===== src/sv/pqc_pkg.sv =====
// shared constants, types and register codes of the predictive quality controller
// no dependencies
package pqc_pkg;

  localparam int WINDOW   = 20;
  localparam int MIN_FILL = 5;
  localparam int SLOT_W   = $clog2(WINDOW);
  localparam int CNT_W    = $clog2(WINDOW + 1);
  localparam int SUM_W    = 16 + CNT_W;
  localparam int SQ_W     = 32 + CNT_W;
  localparam int D_W      = SQ_W + CNT_W;
  localparam int DIVN_W   = 66;
  localparam int DIVD_W   = 49;
  localparam int DIVC_W   = 7;
  localparam logic [D_W-1:0] DEN_FLOOR = D_W'(1074);

  typedef enum logic [2:0] {
    REG_TARGET  = 3'd0,
    REG_MIN_R   = 3'd1,
    REG_MAX_R   = 3'd2,
    REG_MIN_L   = 3'd3,
    REG_MAX_L   = 3'd4,
    REG_GAIN    = 3'd5,
    REG_PRED_ON = 3'd6
  } reg_idx_t;

  typedef struct packed {
    logic              start;
    logic [DIVN_W-1:0] dividend;  // left aligned, nbits significant bits
    logic [DIVD_W-1:0] divisor;
    logic [DIVC_W-1:0] nbits;
  } div_req_t;

  typedef struct packed {
    logic              done;
    logic              busy;
    logic [DIVN_W-1:0] quotient;
  } div_rsp_t;

endpackage


===== src/sv/pqc_ram.sv =====
// window memory: one entry per held pair, rate in low half, level in high half
// depends on pqc_pkg
module pqc_ram
  import pqc_pkg::*;
(
  input  logic              clk,
  input  logic              we,
  input  logic [SLOT_W-1:0] waddr,
  input  logic [31:0]       wdata,
  input  logic [SLOT_W-1:0] raddr,
  output logic [31:0]       rdata
);

  logic [31:0] mem [WINDOW];

  always_ff @(posedge clk) begin
    if (we) begin
      mem[waddr] <= wdata;
    end
    rdata <= mem[raddr];
  end

endmodule


===== config.mk =====
export PLATFORM = sky130hd
export DESIGN_NAME = pqc_ram
export DESIGN_NICKNAME = d
export VERILOG_FILES = /design/src/sv/pqc_pkg.sv /design/src/sv/pqc_ram.sv
export SDC_FILE = /design/constraint.sdc
export NUM_CORES = 1
export LEC_CHECK = 0
export ABC_AREA = 1
export BUFFER_PORTS_ARGS = -buffer_cell sky130_fd_sc_hd__buf_2
export CORE_MARGIN = 2
export CORE_UTILIZATION = 62
export DETAILED_ROUTE_END_ITERATION = 10
export PLACE_DENSITY = 0.79
export SLEW_MARGIN = 20
export SYNTH_ARGS = -nofsm -noshare
export SYNTH_HDL_FRONTEND = slang
export SYNTH_SLANG_ARGS = --single-unit
export TNS_END_PERCENT = 20

===== constraint.sdc =====
create_clock -name clk -period 3.2 [get_ports clk]
set_clock_uncertainty 0.1 [all_clocks]
set_input_delay 0.16 -clock clk [delete_from_list [all_inputs] [get_ports clk]]
set_output_delay 0.16 -clock clk [all_outputs]
set_load 0.01 [all_outputs]

==> results of run 1 <==
==> flip-flops by register name, summed over array words and instances (netlist names) <==
name   count
mem      640
rdata     32
==> worst max-delay path, cell delays in order <==
cell and delay [ps]:
buf_8 340, buf_12 640, nand2_1 130, nand3_1 120, nand3_1 100, nand2_1 120
nand2_1 150, nand2_1 140, nand2_1 70, nand2_1 60
==> timing repair <==
item                                   4_1_cts  5_1_grt
endpoints found under the hold margin      640        0
hold buffers                                32        0
resized for setup                            0        0
==> path summary, 6_finish.rpt <==
kind / slack, ps / to / from
worst max-delay path: 1420 / rdata[27] / raddr[0]
worst min register to register: 540 / rdata[10] / mem[16][10]
worst max register to register: 1770 / rdata[13] / mem[6][13]
worst min-delay path: 110 / rdata[25] / raddr[4]
==> layer usage <==
layer | global-route usage [%] | vias to the layer above | part of all wire, %
met5 | 0 | - | 0
met4 | 16.5 | 0 | 5.6
met3 | 5.52 | 224 | 9.1
met2 | 50.4 | 1012 | 50
met1 | 37.3 | 8341 | 36
li1 | - | 7756 | -
==> where the power goes <==
| part | internal, W | switching, W |
|---|---|---|
| Combinational | 0.000311 | 0.000815 |
| Clock | 0.00423 | 0.00311 |
| Sequential | 0.00977 | 0.0000571 |
| Total | 0.0143 | 0.00399 |
==> cells in the mapped netlist (all sizes together) <==
cell,number
nand3,393
nor2,84
nand2,768
buf,110
inv,10
o22ai,32
clkbuf,23
o21ai,64
edfxtp,640
dfxtp,32
==> area by class of cell <==
class                           instances  area [um^2]  share of cell area, %
Sequential cell                       672        19900                   66.9
Clock buffer                          102         1960                   6.62
Tap cell                              539          674                   2.27
Timing Repair Buffer                  152         1200                   4.03
Inverter                               10         47.5                  0.160
Multi-Input combinational cell       1341         5840                   19.7
Clock inverter                         18         83.8                  0.283
Antenna cell                            4         10.0                 0.0337
==> per-stage QoR <==
stage          power (W)  hold WS [ps]  cell area (um^2)  setup WS, ps  util (%)
2_1_floorplan     0.0107           159             26600           925         -
3_3_place_gp      0.0110           458             27300           936      64.8
3_5_place_dp      0.0111           457             27300           865      64.8
4_1_cts           0.0183          78.3             29700          1480      70.4
5_1_grt           0.0188           113             29700          1320      70.4
6_report          0.0183           107             29700          1420      70.4
==> logic make-up after synthesis <==
logic type / after synthesis / share of synthesized area, %
buffers and inverters: 143 / 3.94
DFF: 672 / 74.7
and+or+nand+nor: 1245 / 19.4
AOI/OAI and AO/OA: 96 / 1.96
==> impl_metrics.env, run 1 <==
export IMPL_nets=2287
export IMPL_setup_viol=0
export IMPL_synth_area_um2=26600
export IMPL_drt_total_wl_um=65300
export IMPL_yosysTopAreaCell="edfxtp_1"
export IMPL_wl_per_cell_um=23.0
export IMPL_final_common_cell="nand2_1"
export IMPL_gp_congestion=0.850
export IMPL_syn_inst=2156
export IMPL_startpoint_type="primary input"
export IMPL_numPortBuffers=75
export IMPL_dpl_cell_count=2682
export IMPL_cts_made_buffers=66
export IMPL_cts_max_path_buffers=3
export IMPL_fill_cells=2739
export IMPL_io_pins=76
export IMPL_r2r_cells=8
export IMPL_critical_path_max_fanout=180
export IMPL_final_cell_mix="nand2_1 (768), edfxtp_1 (640), nand3_1 (393)"
export IMPL_die_area_um2=44600
export IMPL_ir_worst_vdd_v=0.000678
export IMPL_leakagePower_nw=10.8
export IMPL_fin_crit_sh_pct=55.6
export IMPL_ys_top_cells_by_area="edfxtp_1 (72%), nand2_1 (11%), nand3_1 (7.4%)"
export IMPL_period_needed_ps=1780
export IMPL_grt_antenna_before_repair=4
export IMPL_fp_dieH_um=211
export IMPL_fmax_mhz=562
export IMPL_crit_path_end_kind="flip-flop"
export IMPL_criticalPathCategory="primary input to flip-flop"
export IMPL_relSlewSlack_pct=23.7
export IMPL_vias=17300
export IMPL_cts_root_buf="clkbuf_16"
export IMPL_cts_tree="done"
export IMPL_tightest_slew_ps=1140
export IMPL_grt_util_all_layers_pct=30.0
export IMPL_grt_pass1_vias=17200
export IMPL_synth_seq_area_share_pct=74.7
export IMPL_synth_seq_cells=672
export IMPL_power_density_nw_per_um2=616
export IMPL_area_delta_synth_final_pct=11.6
export IMPL_required_ps=3630
export IMPL_dp_hpwl_um=35500
export IMPL_hold_path_class="primary input to flip-flop"
export IMPL_instances_no_fill=2838
export IMPL_fp_row_count=75
export IMPL_core_area_um2=42100
export IMPL_layout_drive_gt1_share_pct=10.1
export IMPL_hold_path_depth=4
export IMPL_fin_setup_tns_ps=0
export IMPL_syn_area_per_cell_um2=12.3
export IMPL_drt_iter0_markers=2264
export IMPL_rsz0062_at_grt="no"
export IMPL_yosys_warnings=0
export IMPL_cts_sinks=672
export IMPL_synth_cell_types=19
export IMPL_grt_overflow_total=0
export IMPL_path_clk_slew_ps=60
export IMPL_grt_max_degree=181
export IMPL_drtAntennaViolNets=0
export IMPL_postCtsSetupRepairBufs=0
export IMPL_route_detailed_drc=0
export IMPL_status="finished, final reports clean"
export IMPL_syn_nets=2200
export IMPL_cp_arrival_ps=2210
export IMPL_report_final_slew_viol_count=0
export IMPL_first_pass_iters=8
export IMPL_htree_levels=3
export IMPL_vias_per_cell=6.11
export IMPL_start_util_pct=63.1
export IMPL_fp_dieW_um=211
export IMPL_clock_latency_ps=590
export IMPL_max_cap_viol_count=0
export IMPL_grt_pass1_wl_um=99200
export IMPL_finalHoldViolCount=0
export IMPL_synth_top_area_share_pct=72.3
(Power assumes the default switching activity.)
==> run 2, diff against run 1 <==
- CORE_UTILIZATION: 62 -> 56
- PLACE_DENSITY: 0.79 -> 0.76
- clock period: 3.2 -> 1.5 ns (I/O delays scaled with it)
==> impl_metrics.env, run 2 (synthesis results as in run 1) <==
export IMPL_fin_crit_sh_pct=96.3
export IMPL_core_area_um2=46800
export IMPL_vias=17400
export IMPL_setup_ws_ps=54.9
export IMPL_dp_hpwl_um=33800
export IMPL_start_util_pct=56.9
export IMPL_final_cell_mix="nand2_1 (766), edfxtp_1 (640), nand3_1 (393)"
export IMPL_tightest_slew_ps=449
export IMPL_pre_cts_slack_ps=27.4
export IMPL_io_pins=76
export IMPL_grt_pass1_vias=17200
export IMPL_power_density_nw_per_um2=1250
export IMPL_finalHoldViolCount=0
export IMPL_layout_drive_gt1_share_pct=12.2
export IMPL_cts_made_buffers=61
export IMPL_nets=2336
export IMPL_fp_dieW_um=222
export IMPL_ir_worst_vdd_v=0.00115
export IMPL_cp_arrival_ps=1910
export IMPL_grt_overflow_total=0
export IMPL_drt_iter0_markers=2243
export IMPL_drt_total_wl_um=64500
export IMPL_r2r_slack_ps=240
export IMPL_fp_dieH_um=222
export IMPL_startpoint_type="primary input"
export IMPL_report_final_slew_viol_count=0
export IMPL_cts_sinks=672
export IMPL_cts_root_buf="clkbuf_16"
export IMPL_fin_setup_tns_ps=0
export IMPL_fp_row_count=79
export IMPL_dpl_cell_count=2795
export IMPL_grt_antenna_before_repair=1
export IMPL_criticalPathCategory="primary input to flip-flop"
export IMPL_cts_tree="done"
export IMPL_relSlewSlack_pct=70.1
export IMPL_instances_no_fill=2952
export IMPL_gp_congestion=0.774
export IMPL_hold_path_class="primary input to flip-flop"
export IMPL_leakagePower_nw=11.2
export IMPL_grt_pass1_wl_um=97400
export IMPL_grt_util_all_layers_pct=26.0
export IMPL_drtAntennaViolNets=0
export IMPL_area_delta_synth_final_pct=15.6
export IMPL_vias_per_cell=5.89
export IMPL_power_total_w=0.0385
export IMPL_grt_max_degree=98
export IMPL_crit_path_end_kind="flip-flop"
export IMPL_fill_cells=3128
export IMPL_fmax_mhz=692
export IMPL_status="finished, final reports clean"
export IMPL_largestRegisters="mem x640, rdata x32"
export IMPL_first_pass_iters=5
export IMPL_wl_per_cell_um=21.8
export IMPL_largest_register_ffs=640
export IMPL_period_needed_ps=1450
export IMPL_setup_viol=0
export IMPL_max_cap_viol_count=0
export IMPL_required_ps=1970
export IMPL_die_area_um2=49200
export IMPL_numPortBuffers=75
export IMPL_path_clk_slew_ps=60
export IMPL_critical_path_max_fanout=52
export IMPL_final_common_cell="nand2_1"
export IMPL_cts_max_path_buffers=3
export IMPL_regMostFlops="mem"
export IMPL_htree_levels=2
export IMPL_clock_latency_ps=640
export IMPL_route_detailed_drc=0
run 2: changes by cell type in the layout (fill, tap and decap cells not counted), sizes merged:
cell and delta:
dlygate4sd3 +3, buf +48, inv +2, clkinvlp +2, diode -3, bufinv +5
clkinv +13, clkbuf -24
run 2: per-layer routing:
| layer | up-vias | global-route usage, % | part of all wire [%] |
|---|---|---|---|
| li1 | 7856 | - | - |
| met1 | 8429 | 35.1 | 38 |
| met2 | 942 | 43.0 | 49 |
| met3 | 151 | 4.62 | 9.9 |
| met4 | 0 | 9.20 | 2.8 |
| met5 | - | 0 | 0 |
run 2: where the power goes:
| group | internal, W | leakage, nW | switching [W] |
|---|---|---|---|
| clock network | 0.00841 | 0.951 | 0.00660 |
| registers | 0.0208 | 6.03 | 0.0000946 |
| logic | 0.000843 | 4.25 | 0.00169 |
| total | 0.0301 | 11.2 | 0.00839 |
run 2: metrics by stage:
step	hold WS (ps)	util (%)	instance area [um^2]
after floorplan	73.9	-	26600
after global placement	369	60.5	28300
after detailed placement	369	60.5	28300
after CTS	19.8	65.4	30600
after global routing	66.8	65.7	30700
final	39.0	65.7	30700
run 2: area by class of cell:
cell class,instances,area [um^2],share of cell area (%)
inverters,10,56.3,0.183
diodes,1,2.50,0.00814
multi-input cells,1341,5840,19.0
well taps,607,759,2.47
clock buffers,75,1600,5.20
repair buffers,206,2290,7.46
clock inverters,40,322,1.05
flip-flops and latches,672,19900,64.6
run 2: path summary, 6_finish.rpt:
path,startpoint,end,cells after the start
max,raddr[0],rdata[9],12
min,raddr[2],rdata[20],8
max reg2reg,mem[7][28],rdata[28],8
min reg2reg,mem[16][4],rdata[4],4
run 2: what timing repair did:
action                                  CTS  global route
setup buffers                             0             3
hold endpoints to repair                672             0
hold buffers                             35             0
endpoints found under the setup margin    0            16
gates resized for setup                   0            11
run 2: worst max-delay path, cell delays in order:
cell and delay (ps):
dlygate4sd3_1 570, buf_12 180, inv_16 150, buf_16 240
nand2_1 90, nand3_1 90, nand3_1 90, nand2_1 110
nand2_1 70, nand2_1 60, nand2_1 70, nand2_1 70
