`src/sv/pqc_pkg.sv`:
```
// shared constants, types and register codes of the predictive quality controller
// no dependencies
package pqc_pkg;

  localparam int WINDOW   = 20;
  localparam int MIN_FILL = 5;
  localparam int SLOT_W   = $clog2(WINDOW);
  localparam int CNT_W    = $clog2(WINDOW + 1);
  localparam int SUM_W    = 16 + CNT_W;
  localparam int SQ_W     = 32 + CNT_W;
  localparam int D_W      = SQ_W + CNT_W;
  localparam int DIVN_W   = 66;
  localparam int DIVD_W   = 49;
  localparam int DIVC_W   = 7;
  localparam logic [D_W-1:0] DEN_FLOOR = D_W'(1074);

  typedef enum logic [2:0] {
    REG_TARGET  = 3'd0,
    REG_MIN_R   = 3'd1,
    REG_MAX_R   = 3'd2,
    REG_MIN_L   = 3'd3,
    REG_MAX_L   = 3'd4,
    REG_GAIN    = 3'd5,
    REG_PRED_ON = 3'd6
  } reg_idx_t;

  typedef struct packed {
    logic              start;
    logic [DIVN_W-1:0] dividend;  // left aligned, nbits significant bits
    logic [DIVD_W-1:0] divisor;
    logic [DIVC_W-1:0] nbits;
  } div_req_t;

  typedef struct packed {
    logic              done;
    logic              busy;
    logic [DIVN_W-1:0] quotient;
  } div_rsp_t;

endpackage

```
`src/sv/pqc_div.sv`:
```
// bit-serial restoring divider, one quotient bit per cycle
// depends on pqc_pkg
module pqc_div
  import pqc_pkg::*;
(
  input  logic     clk,
  input  logic     rst,
  input  div_req_t req,
  output div_rsp_t rsp
);

  logic [DIVN_W-1:0] num;
  logic [DIVD_W-1:0] den;
  logic [DIVD_W-1:0] rem;
  logic [DIVN_W-1:0] quo;
  logic [DIVC_W-1:0] cnt;
  logic              busy;
  logic              done;
  logic [DIVD_W:0]   rem_sh;
  logic              ge;

  assign rem_sh = {rem, num[DIVN_W-1]};
  assign ge     = rem_sh >= {1'b0, den};

  always_ff @(posedge clk) begin
    if (rst) begin
      busy <= 1'b0;
      done <= 1'b0;
    end else begin
      done <= 1'b0;
      if (req.start) begin
        num  <= req.dividend;
        den  <= req.divisor;
        rem  <= '0;
        quo  <= '0;
        cnt  <= req.nbits;
        busy <= 1'b1;
      end else if (busy) begin
        rem <= ge ? DIVD_W'(rem_sh - {1'b0, den}) : rem_sh[DIVD_W-1:0];
        quo <= {quo[DIVN_W-2:0], ge};
        num <= {num[DIVN_W-2:0], 1'b0};
        cnt <= cnt - DIVC_W'(1);
        if (cnt == DIVC_W'(1)) begin
          busy <= 1'b0;
          done <= 1'b1;
        end
      end
    end
  end

  assign rsp.done     = done;
  assign rsp.busy     = busy;
  assign rsp.quotient = quo;

endmodule

```
`config.mk`:
```
export PLATFORM = sky130hd
export DESIGN_NAME = pqc_div
export DESIGN_NICKNAME = d
export VERILOG_FILES = /design/src/sv/pqc_pkg.sv /design/src/sv/pqc_div.sv
export SDC_FILE = /design/constraint.sdc
export NUM_CORES = 1
export LEC_CHECK = 0
export ABC_AREA = 1
export BUFFER_PORTS_ARGS = -buffer_cell sky130_fd_sc_hd__buf_2
export CAP_MARGIN = 15
export CORE_UTILIZATION = 54
export DETAILED_ROUTE_END_ITERATION = 8
export PLACE_DENSITY_LB_ADDON = 0.2
export SLEW_MARGIN = 0
export SYNTH_ARGS = -nofsm -noshare
export SYNTH_HDL_FRONTEND = slang
export SYNTH_SLANG_ARGS = --single-unit
```
`constraint.sdc`:
```
create_clock -name clk -period 18.3 [get_ports clk]
set_clock_uncertainty 0.1 [all_clocks]
set_input_delay 5.49 -clock clk [delete_from_list [all_inputs] [get_ports clk]]
set_output_delay 5.49 -clock clk [all_outputs]
set_load 0.01 [all_outputs]
```
==> metrics.md, run 1 <==
| Metric | Value |
|---|---|
| Main flop type after synthesis | `edfxtp_1` |
| CTS root buf | `clkbuf_16` |
| Critical path peak fanout | `84` |
| Setup slack, reg-to-reg | `14.73 ns` |
| Routed len/inst | `14.2 um` |
| Inserted Clock Buffers | `26` |
| First-pass GRT wire length | `52000 um` |
| Max-slew violation count | `0` |
| Peak VDD IR | `0.0814 mV` |
| Hold Crit Start | `num[37]` |
| DR pass1 iterations | `5` |
| Critical path class | `in -> reg` |
| Synth-to-layout area growth | `14.9%` |
| # Max-Cap Violations | `0` |
| Net Sw Frac | `0.298` |
| WL final | `32400 um` |
| Area leader, netlist | `edfxtp_1` |
| Largest cells by area after synthesis | `edfxtp_1, nand2_1, inv_1` |
| I/O pin cnt | `193` |
| Core area | `25200 sq um` |
| Post-DRT Antenna Nets | `0` |
| CP endpoint kind | `register` |
| Post-synthesis instance total | `1747` |
| Worst EP required | `18.36 ns` |
| Fin nets | `2109` |
| Flop pwr share | `0.443` |
| Setup-failing EPs final | `0` |
| CTS Buffer Depth | `3` |
| Post-synthesis register bit count | `239` |
| Register area share after synthesis | `0.517` |
| Top layer in use | `met5` |
| Post-route met1 wirelength | `14900 um` |
| Setup Total Neg Slack | `0 ns` |
| CTS tree | `done` |
| Count leader, synth | `nand2_1` |
| Worst min-delay path category | `reg -> reg` |
| Postcts setup bufs | `0` |
| Share of cells above drive strength 1 | `0.130` |
| Fin util | `0.632` |
| Latest clock arrival within the worst-skew pair | `0.54 ns` |
| Rows | `58` |
| Synth Area per Inst | `7.93 sq um` |
| Overflow after GRT | `0` |
| DR WL met2 | `14300 um` |
| Starting density of the core | `0.550` |
| Switch Pwr | `0.000452 W` |
| FF-to-FF Start | `num[65]` |
| RSZ-0062 raised after global routing | `false` |
| CTS H-Tree Depth | `1` |
| Clk sinks | `239` |
| Final min period | `9.49 ns` |
| Leakage dissipation | `8.16 nW` |
| Synth Cell Area | `13900 sq um` |
| EDFF count, synth | `237` |
| Cell Count, Final, Fillers Out | `2283` |
| Reg2reg path depth | `17` |
| PortBufs | `192` |
| Internal | `0.00107 W` |
| Placed cells | `2234` |
| Clock power frac | `0.337` |
| All-Layer GR Usage | `0.250` |
| Chip Height | `162 um` |
| Largest net degree at the start of global routing | `107` |
| Outcome | `complete, no violations` |
| Most instantiated cells after synthesis | `nand2_1, inv_1, edfxtp_1, nor2_1, ha_1` |
| Chip width | `162 um` |
| Relative slew slack | `0.289` |
| Routability cong. | `0.947` |
| Power Density | `95.4 nW/um^2` |
| Cts hold-fix bufs | `0` |
| Initial antenna violation count | `6` |
| Startpoint Class | `input pin` |
| Die area | `26300 sq um` |
| Total number of vias | `11173` |
| Hold path endpoint | `num[38]` |
| Resize count post-CTS | `0` |
| CP arrival | `9.55 ns` |
| Max Clock Freq | `105 MHz` |
| Clk slew on worst S/H paths | `0.06 ns` |
| Vias in the first global route | `10610` |
| Number of distinct library cells after synthesis | `37` |
| Drt drc | `0` |
| # fillers | `2268` |
| Total power | `0.00152 W` |
| Syn_nets | `1924` |
| Via density per instance | `4.89` |
| Combinational Power Share | `0.220` |
| Ys Warns | `0` |
| Fin. Hold Viols | `0` |
| Initial DRC count | `988` |
| Met3 WL post-DR | `2350 um` |
| Slew @ Worst Pin | `1.07 ns` |
| Final worst-path cycle share | `0.519` |
| Hold Path Depth | `2` |
| Area share of the largest cell type after synthesis | `0.514` |
| Post-DP HPWL | `23800 um` |
| Critical R2R Capture | `rem[20]` |
| Post-synth ARST share | `0` |
-- routing by layer --
metal | GRT usage | vias up
met5 | 0 | -
met4 | 0.0695 | 4
met3 | 0.0498 | 55
met2 | 0.393 | 320
met1 | 0.351 | 5042
li1 | - | 5752
-- layout make-up --
type	count	area (sq um)	share of cell area
antenna	2	5.00	0.000314
inverter	346	1300	0.0817
tap	330	413	0.0259
clock inverter	11	82.6	0.00519
clock buffer	36	749	0.0471
timing repair buffer	197	1000	0.0629
sequential	239	7160	0.450
multi-input combinational	1122	5210	0.327
-- cell families (layout without fill, tap and decap cells) --
kind of cell             after synthesis  in the layout  share of synthesized area
XOR/XNOR                              31             31                     0.0196
AO/OA/AOI/OAI                         89             89                     0.0351
adder cells (fa/ha/maj)               52             52                     0.0475
flip-flops                           239            239                      0.517
other                                  0              2                          0
buffers and inverters                386            590                      0.109
AND/OR/NAND/NOR                      950            950                      0.272
-- worst max-delay path: stages --
cell and delay (ns):
buf_4 0.32, clkinv_2 0.70, a21oi_4 0.97, buf_4 0.91
buf_4 0.93
-- placed cells by master, fill, tap and decap left out, types with 6 or more instances in the layout --
| cell | count |
|---|---|
| buf_4 | 6 |
| xor2_1 | 28 |
| a21oi_1 | 31 |
| nand2_1 | 621 |
| nand3b_1 | 7 |
| edfxtp_1 | 237 |
| o21ai_0 | 36 |
| nand4_1 | 13 |
| nor2_1 | 228 |
| o21bai_1 | 7 |
| ha_1 | 51 |
| clkinv_2 | 7 |
| nor3_1 | 10 |
| clkbuf_16 | 27 |
| nand3_1 | 49 |
| inv_1 | 344 |
| buf_2 | 191 |
-- per-stage QoR --
stage	instance area [sq um]	setup slack (ns)	hold slack (ns)
floorplan	13900	2.42	0.336
global placement	15100	8.27	0.392
detailed placement	15100	8.19	0.396
CTS	15900	8.79	0.411
global route	15900	8.48	0.427
finish	15900	8.81	0.411
-- power groups by stage --
| stage | logic (W) | clock network [W] | registers (W) |
|---|---|---|---|
| floorplan | 0.000237 | 0 | 0.000693 |
| CTS | 0.000333 | 0.000519 | 0.000673 |
| global route | 0.000380 | 0.000539 | 0.000677 |
| global placement | 0.000327 | 0 | 0.000683 |
| finish | 0.000334 | 0.000512 | 0.000673 |
| detailed placement | 0.000331 | 0 | 0.000684 |
-- registers in the layout (all words and copies together) (netlist names) --
signal / cells
num: 66
quo: 66
den: 49
rem: 49
cnt: 7
busy: 1
done: 1
-- worst max path at each step --
| stage | start | endpoint | slack (ns) | cells past startpoint |
|---|---|---|---|---|
| final | req[122] | num[13] | 8.81 | 5 |
| after global routing | req[122] | num[36] | 8.48 | 5 |
| after CTS | req[122] | num[2] | 8.79 | 5 |
| after detailed placement | req[122] | num[13] | 8.19 | 5 |
| after global placement | req[122] | num[13] | 8.27 | 5 |
| after floorplan | req[122] | cnt[0] | 2.42 | 4 |
Note: power is estimated with default switching activity, not from simulation.
==> run 2, diff against run 1 <==
Settings changed: CORE_UTILIZATION 54 to 53.
Clock period 18.3 ns to 8.2 ns, I/O delays scaled along.
==> metrics.md, run 2 (synthesized netlist as in run 1, its figures left out) <==
| Metric | Value |
|---|---|
| Outcome | `complete, no violations` |
| Met1 usage | `0.347` |
| Hold Path Depth | `2` |
| # Max-Cap Violations | `0` |
| FF-to-FF Start | `num[65]` |
| Hold Crit Start | `num[26]` |
| Chip Height | `164 um` |
| Worst min-delay path category | `reg -> reg` |
| Final instance area | `15900 sq um` |
| Post-DP HPWL | `23900 um` |
| Critical path peak fanout | `80` |
| Die area | `26800 sq um` |
| Final worst-path cycle share | `0.613` |
| Slew @ Worst Pin | `1.07 ns` |
| Synth-to-layout area growth | `14.8%` |
| Via density per instance | `4.90` |
| Setup-failing EPs final | `0` |
| Routability cong. | `0.989` |
| Peak VDD IR | `0.152 mV` |
| Vias in the first global route | `10479` |
| CTS H-Tree Depth | `1` |
| Routed len/inst | `14.2 um` |
| Overflow after GRT | `0` |
| I/O pin cnt | `193` |
| Fin nets | `2110` |
| Cts hold-fix bufs | `0` |
| All-Layer GR Usage | `0.246` |
| Hold WS | `0.411 ns` |
| Max-slew violation count | `0` |
| CP endpoint kind | `register` |
| DR pass1 iterations | `7` |
| WL final | `32500 um` |
| Critical path class | `in -> reg` |
| Critical R2R Capture | `rem[31]` |
| Relative slew slack | `0.290` |
| Worst setup startpoint | `req[122]` |
| Worst EP required | `8.29 ns` |
| Power Density | `211 nW/um^2` |
| Post-DRT Antenna Nets | `0` |
| Chip width | `164 um` |
| Commonest cells after routing, fill and taps aside | `nand2_1, inv_1, edfxtp_1, nor2_1, buf_2` |
| Startpoint Class | `input pin` |
| Postcts setup bufs | `0` |
| Reg2reg path depth | `17` |
| Initial DRC count | `863` |
| Global routing's busiest layer | `met2` |
| Drt drc | `0` |
| PortBufs | `192` |
| Leakage dissipation | `8.15 nW` |
| Largest regs | `num: 66 flops, quo: 66 flops` |
| RSZ-0062 raised after global routing | `false` |
| CTS Buffer Depth | `3` |
| Latest clock arrival within the worst-skew pair | `0.56 ns` |
| Fin. Hold Viols | `0` |
| Largest net degree at the start of global routing | `99` |
| CTS tree | `done` |
| Starting density of the core | `0.545` |
| Hold path endpoint | `num[27]` |
| Setup slack, reg-to-reg | `4.58 ns` |
| First-pass GRT wire length | `51800 um` |
| Placed Instance Area | `15100 sq um` |
| Rows | `58` |
| CP arrival | `5.11 ns` |
| Core area | `25400 sq um` |
| Inserted Clock Buffers | `26` |
| Met3 usage | `0.0449` |
| Most common cell after layout, fill and taps aside | `nand2_1` |
| Max Clock Freq | `199 MHz` |
| CTS root buf | `clkbuf_16` |
| Clk slew on worst S/H paths | `0.06 ns` |
| Grt met2 use | `0.386` |
| Initial antenna violation count | `8` |
| Resize count post-CTS | `0` |
| Total number of vias | `11211` |
| Share of cells above drive strength 1 | `0.129` |
| Clk sinks | `239` |
| Setup Total Neg Slack | `0 ns` |
| Final min period | `5.03 ns` |
## run 2: cell types whose count changed in the layout (fill, tap and decap cells not counted)
cell and change:
diode_2 +3, clkbuf_16 -1, clkbuf_8 -4, inv_6 +2, buf_4 +1, clkinv_16 +1, clkbuf_1 -3, clkinv_2 -1
clkinv_1 +7
## run 2: through the flow
stage | cells | setup WS (ns) | util | power, W
after CTS | 2283 | 3.12 | 0.626 | 0.00338
final | 2288 | 3.17 | 0.626 | 0.00336
after floorplan | 1747 | 1.43 | - | 0.00206
after global placement | 2235 | 2.62 | 0.594 | 0.00225
after global routing | 2285 | 2.93 | 0.626 | 0.00354
after detailed placement | 2235 | 2.53 | 0.594 | 0.00227
## run 2: final cells by class
class,instances,area (sq um)
Fill cell,2316,9490
Timing Repair Buffer,198,1010
Clock buffer,28,658
Inverter,346,1300
Clock inverter,20,151
Sequential cell,239,7160
Multi-Input combinational cell,1122,5210
Antenna cell,5,12.5
Tap cell,330,413
## run 2: routing by layer
| layer | wire length (um) | up-vias |
|---|---|---|
| met2 | 14600 | 314 |
| met1 | 14900 | 5063 |
| met5 | 41 | - |
| li1 | - | 5767 |
| met3 | 2080 | 61 |
| met4 | 864 | 6 |
## run 2: where the power goes
| group | total (W) | switching, W | internal (W) | leakage, nW |
|---|---|---|---|---|
| logic | 0.000746 | 0.000496 | 0.000250 | 5.45 |
| registers | 0.00150 | 0.0000384 | 0.00146 | 2.30 |
| clock network | 0.00111 | 0.000494 | 0.000616 | 0.391 |
| total | 0.00336 | 0.00103 | 0.00233 | 8.15 |
## run 2: critical path: stages
cell	delay (ns)
buf_4	0.36
clkinv_2	0.50
a21oi_4	0.27
buf_4	0.81
buf_4	0.65
## run 2: worst max path at each step
stage               endpoint  depth (start not counted)
finish                quo[5]                          5
floorplan             cnt[0]                          4
global route         quo[22]                          5
CTS                   quo[5]                          5
global placement     quo[65]                          5
detailed placement   quo[65]                          5
